[config.mk]
export PLATFORM = sky130hd
export DESIGN_NAME = smoothed_coefficient_biquad_filter_top
export DESIGN_NICKNAME = d
export VERILOG_FILES = /design/src/rtl/sbqf_pkg.sv /design/src/rtl/sbqf_ctrl.sv /design/src/rtl/sbqf_mac.sv /design/src/rtl/smoothed_coefficient_biquad_filter_top.sv
export SDC_FILE = /design/constraint.sdc
export NUM_CORES = 2
export LEC_CHECK = 0
export BUFFER_PORTS_ARGS = -buffer_cell sky130_fd_sc_hd__buf_2
export CAP_MARGIN = 20
export CORE_UTILIZATION = 50
export DETAILED_ROUTE_END_ITERATION = 10
export PLACE_DENSITY = 0.68
export SYNTH_ARGS = -nofsm -noshare
export SYNTH_HDL_FRONTEND = slang
export SYNTH_SLANG_ARGS = --single-unit
[constraint.sdc]
create_clock -name aclk -period 11.47 [get_ports aclk]
set_input_delay 0.5735 -clock aclk [delete_from_list [all_inputs] [get_ports aclk]]
set_output_delay 0.5735 -clock aclk [all_outputs]
set_load 0.005 [all_outputs]
[src/rtl/sbqf_pkg.sv]
// types, widths and step constants of the smoothed-coefficient biquad filter
`default_nettype none

package sbqf_pkg;

    localparam int SAMPLE_W   = 24;
    localparam int COEF_W     = 24;
    localparam int COEF_FRAC  = COEF_W - 4;
    localparam int GLIDE_W    = 17;
    localparam int GLIDE_FRAC = 16;

    localparam int NUM_COEF   = 5;
    localparam int COEF_IDX_W = $clog2(NUM_COEF);

    localparam int DIFF_W  = COEF_W + 1;
    localparam int MAX_AS  = (DIFF_W > SAMPLE_W) ? DIFF_W : SAMPLE_W;
    localparam int MUL_W   = (MAX_AS > GLIDE_W + 1) ? MAX_AS : GLIDE_W + 1;
    localparam int PROD_W  = 2 * MUL_W;
    localparam int ACC_W   = SAMPLE_W + COEF_W + 3;
    localparam int YFULL_W = ACC_W - COEF_FRAC;

    localparam int CFG_IDX_W  = 3;
    localparam int CFG_DATA_W = (COEF_W > GLIDE_W) ? COEF_W : GLIDE_W;

    localparam logic [GLIDE_W-1:0] GLIDE_ONE = GLIDE_W'(1) << GLIDE_FRAC;
    localparam logic [COEF_W-1:0]  COEF_ONE  = COEF_W'(1) << COEF_FRAC;

    localparam logic signed [SAMPLE_W-1:0] SAMPLE_MAX = {1'b0, {(SAMPLE_W-1){1'b1}}};
    localparam logic signed [SAMPLE_W-1:0] SAMPLE_MIN = {1'b1, {(SAMPLE_W-1){1'b0}}};

    // register indexes of the configuration port
    localparam logic [CFG_IDX_W-1:0] REG_TARGET_B0 = 3'd0;
    localparam logic [CFG_IDX_W-1:0] REG_TARGET_B1 = 3'd1;
    localparam logic [CFG_IDX_W-1:0] REG_TARGET_B2 = 3'd2;
    localparam logic [CFG_IDX_W-1:0] REG_TARGET_A1 = 3'd3;
    localparam logic [CFG_IDX_W-1:0] REG_TARGET_A2 = 3'd4;
    localparam logic [CFG_IDX_W-1:0] REG_GLIDE     = 3'd5;

    // coefficient / tap slots
    localparam logic [COEF_IDX_W-1:0] COEF_B0 = 3'd0;
    localparam logic [COEF_IDX_W-1:0] COEF_B1 = 3'd1;
    localparam logic [COEF_IDX_W-1:0] COEF_B2 = 3'd2;
    localparam logic [COEF_IDX_W-1:0] COEF_A1 = 3'd3;
    localparam logic [COEF_IDX_W-1:0] COEF_A2 = 3'd4;

    // sequencer step plan
    localparam int STEP_W = 4;
    localparam logic [STEP_W-1:0] STEP_UPD_FIRST = 4'd1;
    localparam logic [STEP_W-1:0] STEP_FILT_FIRST = 4'd5;
    localparam logic [STEP_W-1:0] STEP_FILT_LAST = 4'd9;
    localparam logic [STEP_W-1:0] STEP_ACC_FIRST = 4'd6;
    localparam logic [STEP_W-1:0] STEP_ACC_SUB = 4'd9;
    localparam logic [STEP_W-1:0] STEP_ACC_LAST = 4'd10;
    localparam logic [STEP_W-1:0] STEP_FINAL = 4'd11;

    typedef enum logic [0:0] {
        ST_IDLE,
        ST_RUN
    } sbqf_state_t;

    typedef struct packed {
        logic                  load;
        logic                  mul_glide;
        logic [COEF_IDX_W-1:0] mul_idx;
        logic                  upd_en;
        logic [COEF_IDX_W-1:0] upd_idx;
        logic                  acc_clr;
        logic                  acc_en;
        logic                  acc_sub;
        logic                  commit;
    } sbqf_ctl_t;

endpackage

`default_nettype wire

[src/rtl/sbqf_ctrl.sv]
// step sequencer that schedules the shared multiplier for glide and filter terms
`default_nettype none

module sbqf_ctrl (
    input  wire logic              aclk,
    input  wire logic              aresetn,
    input  wire logic              s_valid,
    output logic                   s_ready,
    input  wire logic              out_free,
    output sbqf_pkg::sbqf_ctl_t    ctl
);
    import sbqf_pkg::*;

    sbqf_state_t       state_reg, state_next;
    logic [STEP_W-1:0] step_reg, step_next;
    logic [STEP_W-1:0] filt_off;

    assign filt_off = step_reg - STEP_FILT_FIRST;

    always_ff @(posedge aclk) begin
        if (!aresetn) begin
            state_reg <= ST_IDLE;
            step_reg  <= '0;
        end else begin
            state_reg <= state_next;
            step_reg  <= step_next;
        end
    end

    always_comb begin
        state_next = state_reg;
        step_next  = step_reg;
        s_ready    = 1'b0;
        ctl        = '0;
        unique case (state_reg)
            ST_IDLE: begin
                s_ready = 1'b1;
                if (s_valid) begin
                    ctl.load    = 1'b1;
                    ctl.acc_clr = 1'b1;
                    step_next   = '0;
                    state_next  = ST_RUN;
                end
            end
            ST_RUN: begin
                // glide products first, then the five filter taps
                if (step_reg < STEP_FILT_FIRST) begin
                    ctl.mul_glide = 1'b1;
                    ctl.mul_idx   = step_reg[COEF_IDX_W-1:0];
                end else if (step_reg <= STEP_FILT_LAST) begin
                    ctl.mul_idx = filt_off[COEF_IDX_W-1:0];
                end
                if (step_reg >= STEP_UPD_FIRST && step_reg <= STEP_FILT_FIRST) begin
                    ctl.upd_en  = 1'b1;
                    ctl.upd_idx = COEF_IDX_W'(step_reg - STEP_UPD_FIRST);
                end
                if (step_reg >= STEP_ACC_FIRST && step_reg <= STEP_ACC_LAST) begin
                    ctl.acc_en  = 1'b1;
                    ctl.acc_sub = (step_reg >= STEP_ACC_SUB);
                end
                if (step_reg == STEP_FINAL) begin
                    // hold here until the output register can take the beat
                    if (out_free) begin
                        ctl.commit = 1'b1;
                        state_next = ST_IDLE;
                    end
                end else begin
                    step_next = step_reg + 1'b1;
                end
            end
            default: state_next = ST_IDLE;
        endcase
    end

endmodule

`default_nettype wire

[src/rtl/sbqf_mac.sv]
// shared multiplier with registered product, accumulator, rounding and saturation
`default_nettype none

module sbqf_mac (
    input  wire logic                                     aclk,
    input  wire sbqf_pkg::sbqf_ctl_t                      ctl,
    input  wire logic signed [sbqf_pkg::MUL_W-1:0]        op_a,
    input  wire logic signed [sbqf_pkg::MUL_W-1:0]        op_b,
    output logic signed [sbqf_pkg::PROD_W-1:0]            prod,
    output logic signed [sbqf_pkg::SAMPLE_W-1:0]          y_sat,
    output logic                                          y_clip
);
    import sbqf_pkg::*;

    localparam logic signed [YFULL_W-1:0] Y_HI = YFULL_W'(SAMPLE_MAX);
    localparam logic signed [YFULL_W-1:0] Y_LO = YFULL_W'(SAMPLE_MIN);
    localparam logic signed [ACC_W-1:0]   RND_HALF = ACC_W'(1) <<< (COEF_FRAC - 1);

    logic signed [PROD_W-1:0]  prod_reg;
    logic signed [ACC_W-1:0]   acc_reg, acc_next;
    logic signed [ACC_W-1:0]   term;
    logic signed [ACC_W-1:0]   acc_rnd;
    logic signed [YFULL_W-1:0] y_full;

    assign term = ACC_W'(prod_reg);
    assign prod = prod_reg;

    always_comb begin
        acc_next = acc_reg;
        if (ctl.acc_clr) begin
            acc_next = '0;
        end else if (ctl.acc_en) begin
            acc_next = ctl.acc_sub ? acc_reg - term : acc_reg + term;
        end
    end

    always_ff @(posedge aclk) begin
        prod_reg <= op_a * op_b;
        acc_reg  <= acc_next;
    end

    // round half up, then clamp to the sample range
    assign acc_rnd = acc_reg + RND_HALF;
    assign y_full  = acc_rnd[ACC_W-1:COEF_FRAC];

    always_comb begin
        y_clip = 1'b0;
        y_sat  = y_full[SAMPLE_W-1:0];
        if (y_full > Y_HI) begin
            y_sat  = SAMPLE_MAX;
            y_clip = 1'b1;
        end else if (y_full < Y_LO) begin
            y_sat  = SAMPLE_MIN;
            y_clip = 1'b1;
        end
    end

endmodule

`default_nettype wire

[src/rtl/smoothed_coefficient_biquad_filter_top.sv]
// top level of the smoothed-coefficient direct-form-I biquad filter
//
//  channel | direction | beat
//  s_*     | in        | one signed Q1.23 sample (s_sample_in)
//  m_*     | out       | one filtered sample and clip flag (m_sample_out, m_clipped)
//  cfg_*   | in        | register index and data (targets b0..a2, glide factor)
//
// one sample at a time from s_ accept to the m_ beat, set by the single shared
// multiplier: five glide products then five taps
// s_ready is low while a sample is in flight; it returns when the result enters m_
// a stalled m_ holds its beat and the last step waits until the output register frees
// synchronous active-low reset restores unity b0, zero taps and a jump glide factor
// cfg_ready is always high; writes are expected only while no sample is in flight
`default_nettype none

module smoothed_coefficient_biquad_filter_top (
    input  wire logic                                   aclk,
    input  wire logic                                   aresetn,
    input  wire logic                                   s_valid,
    output logic                                        s_ready,
    input  wire logic signed [sbqf_pkg::SAMPLE_W-1:0]   s_sample_in,
    output logic                                        m_valid,
    input  wire logic                                   m_ready,
    output logic signed [sbqf_pkg::SAMPLE_W-1:0]        m_sample_out,
    output logic                                        m_clipped,
    input  wire logic                                   cfg_valid,
    output logic                                        cfg_ready,
    input  wire logic [sbqf_pkg::CFG_IDX_W-1:0]         cfg_index,
    input  wire logic [sbqf_pkg::CFG_DATA_W-1:0]        cfg_data
);
    import sbqf_pkg::*;

    sbqf_ctl_t ctl;

    logic signed [COEF_W-1:0]   target_reg  [NUM_COEF];
    logic signed [COEF_W-1:0]   working_reg [NUM_COEF];
    logic signed [SAMPLE_W-1:0] tap_reg     [NUM_COEF];
    logic [GLIDE_W-1:0]         glide_reg;
    logic signed [COEF_W-1:0]   hold_reg;

    logic                       m_valid_reg;
    logic signed [SAMPLE_W-1:0] m_sample_reg;
    logic                       m_clipped_reg;

    logic [GLIDE_W-1:0]         factor;
    logic signed [DIFF_W-1:0]   diff;
    logic signed [MUL_W-1:0]    op_a, op_b;
    logic signed [PROD_W-1:0]   prod;
    logic signed [PROD_W-1:0]   prod_rnd;
    logic signed [COEF_W-1:0]   working_next;
    logic signed [SAMPLE_W-1:0] y_sat;
    logic                       y_clip;
    logic                       out_free;

    assign cfg_ready    = 1'b1;
    assign out_free     = !m_valid_reg || m_ready;
    assign m_valid      = m_valid_reg;
    assign m_sample_out = m_sample_reg;
    assign m_clipped    = m_clipped_reg;

    sbqf_ctrl u_ctrl (
        .aclk     (aclk),
        .aresetn  (aresetn),
        .s_valid  (s_valid),
        .s_ready  (s_ready),
        .out_free (out_free),
        .ctl      (ctl)
    );

    // factors above one act as a jump
    assign factor = (glide_reg > GLIDE_ONE) ? GLIDE_ONE : glide_reg;
    assign diff   = DIFF_W'(target_reg[ctl.mul_idx]) - DIFF_W'(working_reg[ctl.mul_idx]);

    always_comb begin
        if (ctl.mul_glide) begin
            op_a = MUL_W'(diff);
            op_b = MUL_W'(signed'({1'b0, factor}));
        end else begin
            op_a = MUL_W'(working_reg[ctl.mul_idx]);
            op_b = MUL_W'(tap_reg[ctl.mul_idx]);
        end
    end

    sbqf_mac u_mac (
        .aclk   (aclk),
        .ctl    (ctl),
        .op_a   (op_a),
        .op_b   (op_b),
        .prod   (prod),
        .y_sat  (y_sat),
        .y_clip (y_clip)
    );

    // step never overshoots the target, so the low bits of the sum are exact
    assign prod_rnd     = prod + (PROD_W'(1) <<< (GLIDE_FRAC - 1));
    assign working_next = hold_reg + prod_rnd[GLIDE_FRAC +: COEF_W];

    always_ff @(posedge aclk) begin
        if (ctl.mul_glide) begin
            hold_reg <= working_reg[ctl.mul_idx];
        end
    end

    always_ff @(posedge aclk) begin
        if (!aresetn) begin
            for (int i = 0; i < NUM_COEF; i++) begin
                target_reg[i] <= (i == int'(COEF_B0)) ? COEF_ONE : '0;
            end
            glide_reg <= GLIDE_ONE;
        end else if (cfg_valid) begin
            unique case (cfg_index)
                REG_TARGET_B0: target_reg[COEF_B0] <= cfg_data[COEF_W-1:0];
                REG_TARGET_B1: target_reg[COEF_B1] <= cfg_data[COEF_W-1:0];
                REG_TARGET_B2: target_reg[COEF_B2] <= cfg_data[COEF_W-1:0];
                REG_TARGET_A1: target_reg[COEF_A1] <= cfg_data[COEF_W-1:0];
                REG_TARGET_A2: target_reg[COEF_A2] <= cfg_data[COEF_W-1:0];
                REG_GLIDE:     glide_reg           <= cfg_data[GLIDE_W-1:0];
                default: ;
            endcase
        end
    end

    always_ff @(posedge aclk) begin
        if (!aresetn) begin
            for (int i = 0; i < NUM_COEF; i++) begin
                working_reg[i] <= (i == int'(COEF_B0)) ? COEF_ONE : '0;
            end
        end else if (ctl.upd_en) begin
            working_reg[ctl.upd_idx] <= working_next;
        end
    end

    // taps: current input, two past inputs, two past outputs
    always_ff @(posedge aclk) begin
        if (!aresetn) begin
            for (int i = 0; i < NUM_COEF; i++) begin
                tap_reg[i] <= '0;
            end
        end else if (ctl.load) begin
            tap_reg[COEF_B0] <= s_sample_in;
        end else if (ctl.commit) begin
            tap_reg[COEF_B2] <= tap_reg[COEF_B1];
            tap_reg[COEF_B1] <= tap_reg[COEF_B0];
            tap_reg[COEF_A2] <= tap_reg[COEF_A1];
            tap_reg[COEF_A1] <= y_sat;
        end
    end

    always_ff @(posedge aclk) begin
        if (!aresetn) begin
            m_valid_reg <= 1'b0;
        end else if (ctl.commit) begin
            m_valid_reg <= 1'b1;
        end else if (m_ready) begin
            m_valid_reg <= 1'b0;
        end
    end

    always_ff @(posedge aclk) begin
        if (ctl.commit) begin
            m_sample_reg  <= y_sat;
            m_clipped_reg <= y_clip;
        end
    end

endmodule

`default_nettype wire

* Word level (Yosys, flattened, before mapping)
Memories as Yosys holds them, arrays and structs flattened.
Cells that the tools add are included.
** Word-level totals
- Flip-flop bits (word level) :: 173
- Bits in writable memories :: 360
- Memories kept :: 3
** Memory list
- tap_reg :: words 5, bits a word 24, rd ports 4, clocked after memory_dff 0, wr ports 5, RTL line smoothed_coefficient_biquad_filter_top.sv:37 : logic signed [SAMPLE_W-1:0] tap_reg [NUM_COEF];
- target_reg :: words 5, bits a word 24, rd ports 1, clocked after memory_dff 0, wr ports 5, RTL line smoothed_coefficient_biquad_filter_top.sv:35 : logic signed [COEF_W-1:0] target_reg [NUM_COEF];
- working_reg :: words 5, bits a word 24, rd ports 1, clocked after memory_dff 0, wr ports 5, RTL line smoothed_coefficient_biquad_filter_top.sv:36 : logic signed [COEF_W-1:0] working_reg [NUM_COEF];
** Operators by class
- Add/sub/neg operators :: 9
- Multiply operators :: 1
- Magnitude comparators :: 10
- Equality and inequality tests :: 8
- Mux-type cells :: 71
- Bitwise gates (word level) :: 11
- Reductions and logical operators :: 9
** Operators with widths (count)
- 2-to-1 mux 24 bit :: 13
- adder 51 x 21 -> 51 bit, second input constant :: 1
- adder 51 x 50 -> 51 bit :: 1
- 2-to-1 mux 51 bit :: 1
- subtractor 51 x 50 -> 51 bit :: 1
- multiplier 25 x 25 -> 50 bit :: 1
- 2-to-1 mux 25 bit :: 2
- 2-to-1 mux 1 bit :: 43
- adder 40 x 17 -> 40 bit, second input constant :: 1
- greater-than comparator 31 x 24 -> 1 bit, second input constant :: 1
- < comparator 31 x 24 -> 1 bit, second input constant :: 1
- subtractor 24 x 24 -> 25 bit :: 1
- adder 24 bit :: 1
- OR reduction 24 bit :: 1
- greater-than comparator 17 bit, second input constant :: 1
- 2-to-1 mux 17 bit :: 1
- 2-to-1 mux 3 bit :: 4
- 2-to-1 mux 4 bit :: 3
- OR 1 bit :: 10
- <= comparator 4 bit, second input constant :: 2
- 2-to-1 mux 8 bit :: 1
- case mux 4 bit (2 select lines) :: 1
- equality test 3 x 2 -> 1 bit, second input constant :: 2
- equality test 3 bit, second input constant :: 2
- 20 further kinds :: 23

* Logic depth before layout (Yosys ltp)
- Depth in word-level cells :: 10
- Gate-level depth with buffers :: 53
- Mapped depth without buffers :: 47

* By module
Synthesis repeated with hierarchy kept, for this count alone.
** Unflattened totals
- Cells, all modules :: 5171
- Area total of the unflattened synthesis :: 54380.9 um^2
** Modules (own cells, without submodules)
- sbqf_mac :: instances 1, cells each 3434, area an instance 30356.6 um^2
- smoothed_coefficient_biquad_filter_top :: instances 1, cells each 1673, area an instance 23532.6 um^2
- sbqf_ctrl :: instances 1, cells each 64, area an instance 491.7 um^2

* Least setup slack after synthesis
Ideal clock, no wire load.
- Path type :: flip-flop to flip-flop
- Start point :: register u_ctrl.step_reg[0]
- End point :: register u_mac.prod_reg[49], in the netlist u_mac.prod[49]
- Setup time :: 0.072 ns
- Arrival time :: 11.766 ns
- Required time :: 11.398 ns
- Path slack :: -0.368 ns
- Cell stages (with the launch flop) :: 50
- Buffers on the path :: 7
- Clock period less this slack :: 11.838 ns
- Path through :: dfxtp_1 > clkbuf_1 > inv_1 > ha_1 > o21bai_1 > mux2_4 > o21ai_2 > nand2_2 > buf_6 > buf_8 > buf_6 > buf_2 > buf_2 > mux4_2 > mux2i_1 > ha_1 > inv_1 > fa_1 > [14 not listed] > fa_1 > fa_1 > fa_1 > fa_1 > inv_1 > fa_1 > inv_1 > ha_1 > a21o_1 > a21o_1 > a21o_1 > a21oi_1 > or2_2 > o211ai_1 > a211oi_1 > o21ai_0 > a21oi_1 > xnor2_1
** Between the ends
- Word-level cells in the longest chain between the ends :: 8
** Ends and longest elaborated chain
- start, declared :: RTL line sbqf_ctrl.sv:15 : logic [STEP_W-1:0] step_reg, step_next;
- start signal, assigned :: RTL line sbqf_ctrl.sv:26 : step_reg <= step_next;
- <= comparator 4 bit / subtractor 3 bit (equally long branches) :: RTL line sbqf_ctrl.sv:50, sbqf_ctrl.sv:18
- 2-to-1 mux 3 bit :: RTL line sbqf_ctrl.sv:50 : end else if (step_reg <= STEP_FILT_LAST) begin
- 2-to-1 mux 3 bit :: RTL line sbqf_ctrl.sv:47 : if (step_reg < STEP_FILT_FIRST) begin
- 2-to-1 mux 8 bit (*) :: RTL line sbqf_ctrl.sv:35 : unique case (state_reg)
- memory (5 x 24 bit) (on tied branches)
- subtractor 24 x 24 -> 25 bit :: RTL line smoothed_coefficient_biquad_filter_top.sv:72 : assign diff = DIFF_W'(target_reg[ctl.mul_idx]) - DIFF_W'(working_reg[ctl.mul_idx]);
- 2-to-1 mux 25 bit :: RTL line smoothed_coefficient_biquad_filter_top.sv:75 : if (ctl.mul_glide) begin
- multiplier 25 x 25 -> 50 bit (*) :: RTL line sbqf_mac.sv:38 : prod_reg <= op_a * op_b;
- end signal, assigned :: RTL line sbqf_mac.sv:38
- end, declared :: RTL line sbqf_mac.sv:19 : logic signed [PROD_W-1:0] prod_reg;
Every way passes the cells marked *; elsewhere a longest branch is shown, timed or not.
A chain may end at the register's enable or synchronous reset.

* Final worst setup path
- Start point :: register u_ctrl.step_reg[0]
- End point :: register u_mac.prod_reg[47], in the netlist u_mac.prod[47]
The elaborated chain is that of the path after synthesis.

==> run metrics <==
Slew Viols, Final=0; asr flop ratio synth=0; cells taking the most area after synthesis=edfxtp_1, fa_1, ha_1; Longest Clk Path Bufs=3; clk slew on worst S/H paths=0.06 ns; Yosys top cell by area=edfxtp_1; Layout area overhead=9.573%; Sequential cell area=0.01693 mm2; overflow left after global routing=0; CTS sink count=605; routed vias=39100; Netlist cell types=95; clock latency on the worst-skew pair=0.65 ns; worst setup margin=0.4934 ns; Final Cycle Share=0.9570; CP bufs+invs=10; Crit-path slowest cell=fa_1; Crit path arrival time=11.49 ns; ratio of cells with drive above 1 in the final layout=0.1200; Max stage delay on crit path=0.62 ns; die area=0.1095 mm2; relative slew slack=0.2008; EDFF count, synth=481; pin count of the biggest net entering global routing=98; DIE HEIGHT=330.9 um; final setup vio count=0; most frequent cells in the layout=inv_1, fa_1, nand2_1; H-tree levels=3; R2R Setup Slk=0.49 ns; Most used DFF post-synth=edfxtp_1; input/output buffers=82; Hold Path Stages=2; Initial Util=0.5046; hold endpoint=tap_reg[0][13]$_SDFFCE_PN0P_; RR Endpoint=u_mac.prod[47]$_DFF_P_; NumNets Final=6352; fmax=91.10 MHz; Post-Place Setup Slack=-0.09135 ns; DRC Markers=0; total wire length=155800 um; CP Data Required Time=11.99 ns; gpl congestion=1.010; Max FO, Critical Path=8; cell count after synthesis=5292; Yosys top cell area share=0.2670; crit end category=register; Design Area, Final=0.05928 mm2; Num CTS Buffers=69; syn nets=6256; crit path kind=register to register; Synth Register Bits=605; multi-input logic area=0.03349 mm2; Top delay family on crit path=adder cells; most used cell along the critical path=fa_1; max reg flops=192; worst slew pin tran=1.199 ns; DR WL/cell=22.75 um; global-route wire length before repair=234200 um; Hold Startpoint=s_sample_in[13]; Hold Crit Class=primary input to register; DP HPWL=120000 um; Yosys Warn Count=0; Startpoint Class=register; FP Rows=120; reg-to-reg critical path startpoint=u_ctrl.step_reg[0]$_SDFFE_PN0P_; placed instance area=0.05640 mm2; initial antenna violation count=6; vias per cell=5.709; Worst R2R Path Depth=45; min Tclk post-route=10.98 ns; Chip Width=330.9 um; post-route antenna net violation count=0; final-report hold violation count=0; core area=0.1072 mm2; Mapped Area=0.05410 mm2; CTS root buf=clkbuf_16; vias in the first global route=38910; status=complete, no violations; max cap viols=0; I/O pin cnt=84; CTS tree=yes; most common cell after layout, fill and taps aside=inv_1; clk_skew=0.04576 ns; fillers=9419; post-synthesis sequential area ratio=0.3129; drt pass-1 iters=6; Starting DRT DRC Count=3700; Avg Synthesized Cell Area=10.22 um2; Total Routing Usage GR=0.2866
worst reg2reg max path, delay by kind of cell (launching register included):
kind,cells,cell delay (ns)
multiplexers,3,0.92
AND/OR/NAND/NOR,10,1.89
buffers and inverters,10,1.14
AO/OA/AOI/OAI,11,2.02
flip-flops,1,0.34
adder cells (fa/ha/maj),10,4.43
XOR/XNOR,1,0.13
repair_timing:
item | 4_1_cts | 5_1_grt
pin swaps | 3 | 18
resized for setup | 3 | 73
hold endpoints to repair | 0 | 0
gates cloned | 0 | 3
endpoints found under the setup margin | 4 | 21
hold buffers | 0 | 0
setup buffers | 1 | 21
Yosys cell counts, types with 44 or more instances:
cell / number
inv_1: 797
fa_1: 655
nand2_1: 611
nor2_1: 562
edfxtp_1: 481
ha_1: 253
a21oi_1: 213
xnor2_1: 150
and2_1: 140
dfxtp_1: 124
clkbuf_1: 114
o21ai_0: 102
mux4_2: 88
xor2_1: 88
nand2b_1: 82
nand3_1: 82
a21o_1: 81
buf_2: 68
nor3_1: 44
per-stage QoR:
stage,cells,utilization,setup TNS (ns),hold WS [ns]
global route,6847,0.5529,-0.08230,0.1865
global placement,6693,0.5261,0,0.4425
floorplan,5292,-,0,0.4362
finish,6849,0.5529,0,0.1963
CTS,6820,0.5476,0,0.1614
detailed placement,6693,0.5261,-0.1701,0.4478
layer usage:
metal,part of all wire,track usage
met2,0.45,0.4499
met3,0.092,0.05462
met5,0.00019,0
met1,0.41,0.3941
met4,0.045,0.1120
worst max-delay path by stage:
stage                                     from                     end  slack [ns]  depth (start not counted)
3_5_place_dp   u_ctrl.step_reg[0]$_SDFFE_PN0P_  u_mac.prod[49]$_DFF_P_       -0.09                         44
4_1_cts        u_ctrl.step_reg[0]$_SDFFE_PN0P_  u_mac.prod[49]$_DFF_P_      0.0004                         43
2_1_floorplan  u_ctrl.step_reg[0]$_SDFFE_PN0P_  u_mac.prod[41]$_DFF_P_        0.02                         49
5_1_grt        u_ctrl.step_reg[0]$_SDFFE_PN0P_  u_mac.prod[49]$_DFF_P_       -0.06                         47
3_3_place_gp   u_ctrl.step_reg[0]$_SDFFE_PN0P_  u_mac.prod[49]$_DFF_P_        0.10                         44
6_report       u_ctrl.step_reg[0]$_SDFFE_PN0P_  u_mac.prod[47]$_DFF_P_        0.49                         45
area by class of cell:
type                       count  share of cell area
antenna                        3           0.0001266
clock buffer                  88             0.03134
clock inverter                38            0.007303
inverter                     801             0.05079
multi-input combinational   3663              0.5649
sequential                   605              0.2856
tap                         1403             0.02961
timing repair buffer         248             0.03035
kinds of logic (layout without fill, tap and decap cells):
family,count (synthesis),in the layout,share of synthesized area
AOI/OAI and AO/OA,648,648,0.07891
xor gates and xnor gates,238,238,0.03853
adders and majority gates,908,908,0.3009
buffers and inverters,1025,1175,0.07621
DFF,605,605,0.3129
muxes,127,127,0.04609
other,1,4,0.00006932
and+or+nand+nor,1740,1741,0.1464
Power is not shown: default switching activity piles up to over one toggle a cycle in this logic, so the estimate is an artifact.
